**src/bsa_pkg.sv**
```systemverilog
// shared constants, codes and types for the bitmap slot allocator
`timescale 1ns / 1ps

package bsa_pkg;

    localparam int MAX_SLOTS = 1024;
    localparam int SLOT_W    = $clog2(MAX_SLOTS);
    localparam int ROW_BITS  = 64;
    localparam int ROWS      = MAX_SLOTS / ROW_BITS;
    localparam int ROW_AW    = $clog2(ROWS);
    localparam int BIT_AW    = $clog2(ROW_BITS);
    localparam int CNT_W     = SLOT_W + 1;
    localparam logic [CNT_W-1:0] CNT_RESET = CNT_W'(MAX_SLOTS);

    typedef enum logic {
        ACT_TAKE    = 1'b0,
        ACT_RELEASE = 1'b1
    } t_action;

    typedef enum logic [1:0] {
        ST_GRANTED  = 2'd0,
        ST_FULL     = 2'd1,
        ST_RELEASED = 2'd2,
        ST_RANGE    = 2'd3
    } t_status;

    typedef struct packed {
        t_action           action;
        logic [SLOT_W-1:0] release_index;
    } t_req;

    typedef struct packed {
        logic [SLOT_W-1:0] slot_index;
        t_status           status;
    } t_rsp;

    typedef struct packed {
        logic              found;
        logic              grant;
        logic [SLOT_W-1:0] slot;
    } t_find;

    typedef enum logic [1:0] {
        S_IDLE,
        S_SCAN,
        S_REL,
        S_OUT
    } t_state;

endpackage

```
**src/bsa_ram.sv**
```systemverilog
// generic single write port ram with registered read
`timescale 1ns / 1ps

module bsa_ram #(
    parameter int WIDTH = 8,
    parameter int DEPTH = 16
) (
    input  logic                     i_clk,
    input  logic                     i_we,
    input  logic [$clog2(DEPTH)-1:0] i_waddr,
    input  logic [WIDTH-1:0]         i_wdata,
    input  logic [$clog2(DEPTH)-1:0] i_raddr,
    output logic [WIDTH-1:0]         o_rdata
);

    logic [WIDTH-1:0] r_mem [DEPTH];
    logic [WIDTH-1:0] r_rdata;

    always_ff @(posedge i_clk) begin
        if (i_we) begin
            r_mem[i_waddr] <= i_wdata;
        end
        r_rdata <= r_mem[i_raddr];
    end

    assign o_rdata = r_rdata;

endmodule

```
**src/bsa_find.sv**
```systemverilog
// lowest clear bit search over one map row and limit check
`timescale 1ns / 1ps

module bsa_find (
    input  logic [bsa_pkg::ROW_BITS-1:0] i_word,
    input  logic [bsa_pkg::ROW_AW-1:0]   i_row,
    input  logic [bsa_pkg::CNT_W-1:0]    i_limit,
    output bsa_pkg::t_find               o_find
);

    logic                       found;
    logic [bsa_pkg::BIT_AW-1:0] pos;
    logic [bsa_pkg::SLOT_W-1:0] slot;

    always_comb begin
        found = 1'b0;
        pos   = '0;
        for (int i = bsa_pkg::ROW_BITS - 1; i >= 0; i--) begin
            if (!i_word[i]) begin
                found = 1'b1;
                pos   = bsa_pkg::BIT_AW'(i);
            end
        end
    end

    assign slot         = {i_row, pos};
    assign o_find.found = found;
    assign o_find.grant = found && (bsa_pkg::CNT_W'(slot) < i_limit);
    assign o_find.slot  = slot;

endmodule

```
**src/bitmap_slot_allocator.sv**
```systemverilog
// first fit slot allocator over an occupancy bitmap
`timescale 1ns / 1ps

// usage
//   input channel: i_in_valid / o_in_stall carry a take or release request
//   output channel: o_out_valid / i_out_stall carry one result per request
//   config: i_cfg_we/i_cfg_wdata set entry_count; user keeps to idle, unchecked
// timing
//   the map is held as 16 rows of 64 slots in one ram; a take reads one row
//   a cycle through the shared search unit until a row has a clear bit or
//   the last row is read; a release reads then rewrites its row, an out of
//   range release goes straight to its result; one request is in flight at
//   a time and the next is taken in the cycle after the result transfer
// reset
//   per-row valid flops clear at once, so every slot reads free right after
//   reset with no clearing pass; entry_count returns to 1024
// stall
//   the result sits in its output register until the transfer completes;
//   no new request is taken before that

module bitmap_slot_allocator (
    input  logic                        i_clk,
    input  logic                        i_rst_n,
    input  logic                        i_in_valid,
    output logic                        o_in_stall,
    input  bsa_pkg::t_req               i_in_data,
    output logic                        o_out_valid,
    input  logic                        i_out_stall,
    output bsa_pkg::t_rsp               o_out_data,
    input  logic                        i_cfg_we,
    input  logic [bsa_pkg::CNT_W-1:0]   i_cfg_wdata
);

    bsa_pkg::t_state              r_state, n_state;
    logic [bsa_pkg::ROW_AW-1:0]   r_row, n_row;
    logic [bsa_pkg::BIT_AW-1:0]   r_bit, n_bit;
    logic [bsa_pkg::ROWS-1:0]     r_vld, n_vld;
    logic [bsa_pkg::CNT_W-1:0]    r_entry_count;
    bsa_pkg::t_rsp                r_out, n_out;

    logic                         ram_we;
    logic [bsa_pkg::ROW_AW-1:0]   ram_waddr;
    logic [bsa_pkg::ROW_BITS-1:0] ram_wdata;
    logic [bsa_pkg::ROW_AW-1:0]   ram_raddr;
    logic [bsa_pkg::ROW_BITS-1:0] ram_rdata;
    logic [bsa_pkg::ROW_BITS-1:0] word;
    bsa_pkg::t_find               find;

    bsa_ram #(
        .WIDTH (bsa_pkg::ROW_BITS),
        .DEPTH (bsa_pkg::ROWS)
    ) u_map (
        .i_clk   (i_clk),
        .i_we    (ram_we),
        .i_waddr (ram_waddr),
        .i_wdata (ram_wdata),
        .i_raddr (ram_raddr),
        .o_rdata (ram_rdata)
    );

    // rows never written read as free
    assign word = r_vld[r_row] ? ram_rdata : '0;

    bsa_find u_find (
        .i_word  (word),
        .i_row   (r_row),
        .i_limit (r_entry_count),
        .o_find  (find)
    );

    always_ff @(posedge i_clk) begin
        if (!i_rst_n) begin
            r_state       <= bsa_pkg::S_IDLE;
            r_vld         <= '0;
            r_entry_count <= bsa_pkg::CNT_RESET;
        end else begin
            r_state <= n_state;
            r_vld   <= n_vld;
            if (i_cfg_we) begin
                r_entry_count <= i_cfg_wdata;
            end
        end
    end

    always_ff @(posedge i_clk) begin
        r_row <= n_row;
        r_bit <= n_bit;
        r_out <= n_out;
    end

    always_comb begin
        n_state   = r_state;
        n_row     = r_row;
        n_bit     = r_bit;
        n_vld     = r_vld;
        n_out     = r_out;
        ram_we    = 1'b0;
        ram_waddr = r_row;
        ram_wdata = word;
        ram_raddr = r_row;
        case (r_state)
            bsa_pkg::S_IDLE: begin
                if (i_in_valid) begin
                    if (i_in_data.action == bsa_pkg::ACT_TAKE) begin
                        n_row     = '0;
                        ram_raddr = '0;
                        n_state   = bsa_pkg::S_SCAN;
                    end else begin
                        n_out.slot_index = i_in_data.release_index;
                        if (bsa_pkg::CNT_W'(i_in_data.release_index) < r_entry_count) begin
                            n_row = i_in_data.release_index[bsa_pkg::SLOT_W-1:bsa_pkg::BIT_AW];
                            n_bit     = i_in_data.release_index[bsa_pkg::BIT_AW-1:0];
                            ram_raddr = n_row;
                            n_state   = bsa_pkg::S_REL;
                        end else begin
                            n_out.status = bsa_pkg::ST_RANGE;
                            n_state      = bsa_pkg::S_OUT;
                        end
                    end
                end
            end
            bsa_pkg::S_SCAN: begin
                if (find.found) begin
                    if (find.grant) begin
                        ram_we       = 1'b1;
                        ram_wdata    = word | (bsa_pkg::ROW_BITS'(1)
                                       << find.slot[bsa_pkg::BIT_AW-1:0]);
                        n_vld[r_row] = 1'b1;
                        n_out.slot_index = find.slot;
                        n_out.status     = bsa_pkg::ST_GRANTED;
                    end else begin
                        n_out.slot_index = '0;
                        n_out.status     = bsa_pkg::ST_FULL;
                    end
                    n_state = bsa_pkg::S_OUT;
                end else if (r_row == bsa_pkg::ROW_AW'(bsa_pkg::ROWS - 1)) begin
                    n_out.slot_index = '0;
                    n_out.status     = bsa_pkg::ST_FULL;
                    n_state          = bsa_pkg::S_OUT;
                end else begin
                    n_row     = r_row + 1'b1;
                    ram_raddr = n_row;
                end
            end
            bsa_pkg::S_REL: begin
                ram_we       = 1'b1;
                ram_wdata    = word & ~(bsa_pkg::ROW_BITS'(1) << r_bit);
                n_vld[r_row] = 1'b1;
                n_out.status = bsa_pkg::ST_RELEASED;
                n_state      = bsa_pkg::S_OUT;
            end
            bsa_pkg::S_OUT: begin
                if (!i_out_stall) begin
                    n_state = bsa_pkg::S_IDLE;
                end
            end
            default: begin
                n_state = bsa_pkg::S_IDLE;
            end
        endcase
    end

    assign o_in_stall  = (r_state != bsa_pkg::S_IDLE);
    assign o_out_valid = (r_state == bsa_pkg::S_OUT);
    assign o_out_data  = r_out;

    a_grant_in_range: assert property (@(posedge i_clk) disable iff (!i_rst_n)
        (o_out_valid && o_out_data.status == bsa_pkg::ST_GRANTED)
        |-> (bsa_pkg::CNT_W'(o_out_data.slot_index) < r_entry_count))
        else $error("granted slot at or above entry count");

    a_one_result: assert property (@(posedge i_clk) disable iff (!i_rst_n)
        (o_out_valid && !i_out_stall) |=> !o_out_valid)
        else $error("result repeated after transfer");

    a_write_when_busy: assert property (@(posedge i_clk) disable iff (!i_rst_n)
        ram_we |-> (r_state == bsa_pkg::S_SCAN || r_state == bsa_pkg::S_REL))
        else $error("map write outside scan or release");

    a_full_no_write: assert property (@(posedge i_clk) disable iff (!i_rst_n)
        (r_state == bsa_pkg::S_SCAN && n_state == bsa_pkg::S_OUT && !ram_we)
        |=> (r_out.status == bsa_pkg::ST_FULL))
        else $error("scan ended without grant but status not full");

endmodule

```
**config.mk**
```make
export PLATFORM = sky130hd
export DESIGN_NAME = bitmap_slot_allocator
export DESIGN_NICKNAME = d
export VERILOG_FILES = /design/src/bsa_pkg.sv /design/src/bsa_ram.sv /design/src/bsa_find.sv /design/src/bitmap_slot_allocator.sv
export SDC_FILE = /design/constraint.sdc
export NUM_CORES = 2
export LEC_CHECK = 0
export ABC_AREA = 0
export BUFFER_PORTS_ARGS = -buffer_cell sky130_fd_sc_hd__buf_2
export CORE_MARGIN = 2
export CORE_UTILIZATION = 35
export DETAILED_ROUTE_END_ITERATION = 7
export MAX_ROUTING_LAYER = met4
export PLACE_DENSITY = 0.56
export RECOVER_POWER = 25
export REMOVE_ABC_BUFFERS = 1
export SYNTH_ARGS = -nofsm -noshare
export SYNTH_HDL_FRONTEND = slang
export SYNTH_HIERARCHICAL = 1
export SYNTH_SLANG_ARGS = --single-unit
```
**constraint.sdc**
```tcl
create_clock -name i_clk -period 11.6 [get_ports i_clk]
set_clock_uncertainty 0.05 [all_clocks]
set_input_delay 1.74 -clock i_clk [delete_from_list [all_inputs] [get_ports i_clk]]
set_output_delay 1.74 -clock i_clk [all_outputs]
set_load 0.005 [all_outputs]
```
Yosys cells after proc, flatten, opt, wreduce, memory -nomap -nowiden. Memory sizes are Yosys's and may differ from the RTL's. A register that Yosys moved wholly into a read port is not among the register bits. Cells that the tools add are included.

Register bits after elaboration: 51. Memories kept: 1. Memory bits (writable): 1024. Word-level logic and storage cells: 207. Output and inout port bits: 14.

Shifts and indexed selects: 2. Multiplexer cells: 165. Add/subtract/negate cells: 1. $lt $le $gt $ge: 4. Equality and inequality tests: 11. Bitwise operators: 4. Reduce and logical (&&, ||, !) cells: 12.

Memory list: u_map.r_mem (words 16, width 64, rd ports 1, clocked after Yosys merged registers in 1, write ports 1, RTL line bsa_ram.sv:16) `logic [WIDTH-1:0] r_mem [DEPTH];`.

Operator list (number): 2-to-1 mux 6 bit (64); 2-to-1 mux 64 bit (3); case mux 64 bit (2 select lines) (1); left shift 1 x 6 -> 64 bit (first input constant) (2); 2-to-1 mux 1 bit (71); bitwise AND 64 bit (1); inverter 64 bit (1); OR 64 bit (1); 2-to-1 mux 12 bit (5); 2-to-1 mux 16 bit (2); case mux 16 bit (2 select lines) (1); less-than comparator 10 x 11 -> 1 bit (2); 2-to-1 mux 4 bit (5); case mux 10 bit (2 select lines) (1); OR 16 bit (1); 2-to-1 mux 2 bit (6); != test 2 bit (second input constant) (5); case mux 2 bit (4 select lines) (1); case mux 4 bit (2 select lines) (1); AND reduction 4 bit (2); case mux 2 bit (3 select lines) (1); AND reduction 3 bit (2); nonzero test 2 bit (3); less-than comparator 4 x 5 -> 1 bit (second input constant) (1); other kinds (14) (16).

Depth between registers and ports, before layout.
Word-level depth: 74. Gate-level depth with buffers: 27.

By module. Netlist, hierarchy kept.

Modules (own cells, without submodules): bsa_ram (times used 1, seq. area each 32030.7 um2, area an instance 39581.7 um2, cells each 1647); bitmap_slot_allocator (times used 1, seq. area each 1201.2 um2, area an instance 4948.5 um2, cells each 732); bsa_find (times used 1, seq. area each 0.0 um2, area an instance 1106.1 um2, cells each 182).

Worst setup path before layout. No wires, ideal clock.

Path type: reg2reg. Start: register r_row[1] (netlist bit). End: memory u_map/r_mem[0][0] (netlist bit) (enable). Cell stages (with the launch flop): 25. Clock period less this slack: 10.033 ns. Arrival time: 9.418 ns. Slack: 1.567 ns. Required time: 10.985 ns. Cell sequence: dfxtp_1 -> buf_6 -> mux4_2 -> o21bai_2 -> a21oi_4 -> buf_6 -> o21ai_1 -> inv_1 -> nand4_1 -> o21ai_0 -> a211oi_1 -> o31ai_1 -> a211oi_1 -> ha_1 -> nand3_1 -> nor3_1 -> a211oi_1 -> o21ai_0 -> nor2_1 -> and3_1 -> buf_2 -> clkbuf_1 -> o21a_1 -> or3b_2 -> nor3_1.

RTL lines: start: declaration (RTL line bitmap_slot_allocator.sv:35) `logic [bsa_pkg::ROW_AW-1:0] r_row, n_row;`; start signal: assignment (RTL line bitmap_slot_allocator.sv:86) `r_row <= n_row;`; end: declaration (RTL line bsa_ram.sv:16).

==> results.tsv <==
metric	value	unit
grt_max_degree	144	
crit_path_max_incr_delay	2.17	ns
initial_core_util	35.2	%
maxSlewHeadroom	-132	%
wl_per_cell	26.7	microns
swShare	30.6	%
post-route-min-period	10.12	ns
hold_path.class	register to register	
combPwrFrac	26.9	%
mostFrequentLayoutCell	edfxtp_1	
grt_use_met1	24.4	%
path_cells	mux4_2 > o21ai_0 > o21ai_0 > buf_4 > buf_4 > o21ai_0 > inv_1 > a31oi_1 > o211ai_1 > a311oi_1 > o2111ai_1 > a21oi_1 > ha_1 > o21ai_0 > nor4_1 > o311a_1 > nor2_1 > and3_1 > o21a_1 > nand3_1 > nor2_1 > clkbuf_1	
yosysWarnings	6	
violations	capacitance limit, slew limit	
fin_tns_setup	0	ns
grt_util_all_layers	18.5	%
dpl.hpwl	66900	microns
grt_use_met2	29.1	%
synth_edf_count	1042	
synth_fa_ha_area_share	0.740	%
period_share	87.3	%
io_buffers	40	
cp.arrival	10.35	ns
nNetsFinal	2687	
syn_to_final_growth	12.9	%
gr-max-usage-layer	met2	
crit_buf_inv	4	
worst_path_most_repeated_cell	o21ai_0	
synth_seq_cells	1139	
p_int	8410	uW
synthDistinctLibCells	68	
cts-root-buf	clkbuf_16	
firstDrtPassIters	6	
antenna_left	0	
synth_top_family_by_area	multiplexers	
avgSynthCellArea	17.8	sq um
worstSetupPathType	register to register	
cts_tree	done	
hold_viol	0	
drv_slew	419	
cp_max_fo	38	
diodes	0	
crit_required	11.82	ns
drc_errors	0	
grt_pass1_vias	24700	
grt_overflow	0	
status	finished with violations	
ir_worst_vdd	210	uV
start_kind	register	
final_cell_mix	edfxtp_1, mux4_2, nand2_1, a21oi_1, a22oi_1	
grt_pass1_wl	174000	microns
synth.cell_area	45600	sq um
fin_cells	4472	
synthXorXnorAreaFrac	0	%
cap_violations	12	
vias	24600	
syn_inst	2561	
die_h	365	microns
clkTransAtPathRegs	0.06	ns
core	129000	sq um
grt_antenna_before_repair	0	
yosysSeqAreaShare	72.8	%
place_congestion	0.944	
drt-total-wl	120000	microns
ios	41	
power_leakage	0.0164	uW
dr.first_iter.drc_count	2411	
dp_cells	4262	
drive_above_1_share	21.0	%
ys.flop_type	edfxtp_1	
cts_inserted_buffers	110	
post_cts_resize_count	0	
synth_compound_area_share	6.43	%
clk_latency	0.73	ns
setup_viol	0	
cts_sinks	1139	
die_area	133000	sq um
muxShareOfSynthArea	13.1	%
cpMaxStageDelayCell	clkbuf_1	
hold_slack	0.419	ns
htreeDepth	3	
gr-usage-met3	2.87	%
clockPowerShare	29.6	%
worst_pin_slew	3.48	ns
endpoint_kind	register	
cts_setup_buffers	0	
p_per_area	235	nW/um^2
clk_path_buf_depth	3	
switching_power	3710	uW
crit_family	compound AO/OA/AOI/OAI gates	
synthSimpleGateAreaFrac	4.37	%
cts_hold_buf	0	
sequentialPowerShare	43.5	%
synthArstFlopShare	0	%
timing.fmax	0.0988	GHz
grt_setup_unrepaired	no	
dieWidth	365	microns
via_per_inst	5.51	
placementRows	132	
-- power groups by stage --
stage / Combinational [uW] / Sequential (uW) / Clock, uW
2_1_floorplan: 2970 / 5270 / 0
3_3_place_gp: 3190 / 5360 / 0
3_5_place_dp: 3220 / 5360 / 0
4_1_cts: 3230 / 5280 / 3670
5_1_grt: 3530 / 5290 / 3840
6_report: 3260 / 5270 / 3590
-- logic make-up (layout without fill, tap and decap cells) --
family,Yosys count,after routing
AO/OA/AOI/OAI,436,436
multiplexers,273,273
adder cells (fa/ha/maj),27,27
flip-flops,1139,1139
AND/OR/NAND/NOR,439,439
buffers and inverters,247,416
-- cell usage after synthesis, types with 2 or more instances --
cell type	count	share of area (%)
edfxtp_1	1042	69
mux4_2	260	13
nand2_1	235	1.9
a21oi_1	145	1.6
a22oi_1	129	2.1
inv_1	102	0.84
dfxtp_1	97	4.3
clkbuf_1	74	0.61
nor2_1	59	0.49
o21ai_2	41	0.79
nor2b_1	28	0.38
ha_1	27	0.74
nand4_1	26	0.36
buf_2	24	0.26
nor3_1	22	0.24
o21ai_1	22	0.24
buf_6	20	0.49
nand3_1	20	0.22
o21ai_0	20	0.22
nand2b_1	16	0.22
buf_1	14	0.12
o21a_1	13	0.21
mux2i_1	12	0.26
buf_4	11	0.18
a22o_1	10	0.19
nor4_1	9	0.12
a31oi_1	8	0.11
a211oi_1	6	0.099
and2_1	6	0.082
and3_1	6	0.082
o211ai_1	6	0.099
a21o_1	5	0.082
a2111oi_2	2	0.066
a211o_1	2	0.038
a311o_1	2	0.044
a311oi_1	2	0.038
a31o_2	2	0.038
and4_1	2	0.038
nand3b_1	2	0.033
nor3b_2	2	0.055
o21bai_1	2	0.033
o22ai_1	2	0.027
-- stage by stage --
| stage | cell area, sq um | utilization [%] | setup slack [ns] | total power [uW] |
|---|---|---|---|---|
| floorplan | 44900 | - | -5.38 | 8240 |
| global placement | 48000 | 37.0 | 2.56 | 8550 |
| detailed placement | 48000 | 37.1 | 2.47 | 8590 |
| CTS | 51700 | 39.9 | 2.40 | 12200 |
| global route | 51500 | 39.8 | 0.909 | 12700 |
| finish | 51500 | 39.8 | 1.48 | 12100 |
-- path summary, 6_finish.rpt --
| kind | startpoint | to | slack (ns) | depth (start not counted) |
|---|---|---|---|---|
| setup / recovery | r_row[1] | u_map/r_mem[15][52] | 1.48 | 22 |
| hold / removal | r_vld[8] | r_vld[8] | 0.42 | 1 |
| setup reg to reg | r_row[1] | u_map/r_mem[15][52] | 1.48 | 22 |
| hold reg to reg | r_vld[8] | r_vld[8] | 0.42 | 1 |
-- flip-flops by register name, summed over array words and instances, names as in the netlist --
name and cells:
r_row 4, u_map/r_mem 1024, r_vld 16, o_out_data 12
r_bit 6, u_map/o_rdata 64, r_state 2, r_entry_count 11
-- area by class of cell --
| cell class | count | area (sq um) |
|---|---|---|
| Clock buffer | 167 | 3180 |
| Clock inverter | 42 | 495 |
| Fill cell | 11600 | 78000 |
| Inverter | 103 | 387 |
| Multi-Input combinational cell | 1175 | 11400 |
| Sequential cell | 1139 | 33200 |
| Tap cell | 1742 | 2180 |
| Timing Repair Buffer | 104 | 673 |
-- routing by layer --
metal / share of wire (%) / vias to the layer above
met4: 3.3 / 0
met3: 6.3 / 221
li1: - / 10400
met1: 42 / 13100
met5: 0 / -
met2: 48 / 966
Power figures use the tool's default switching activity.
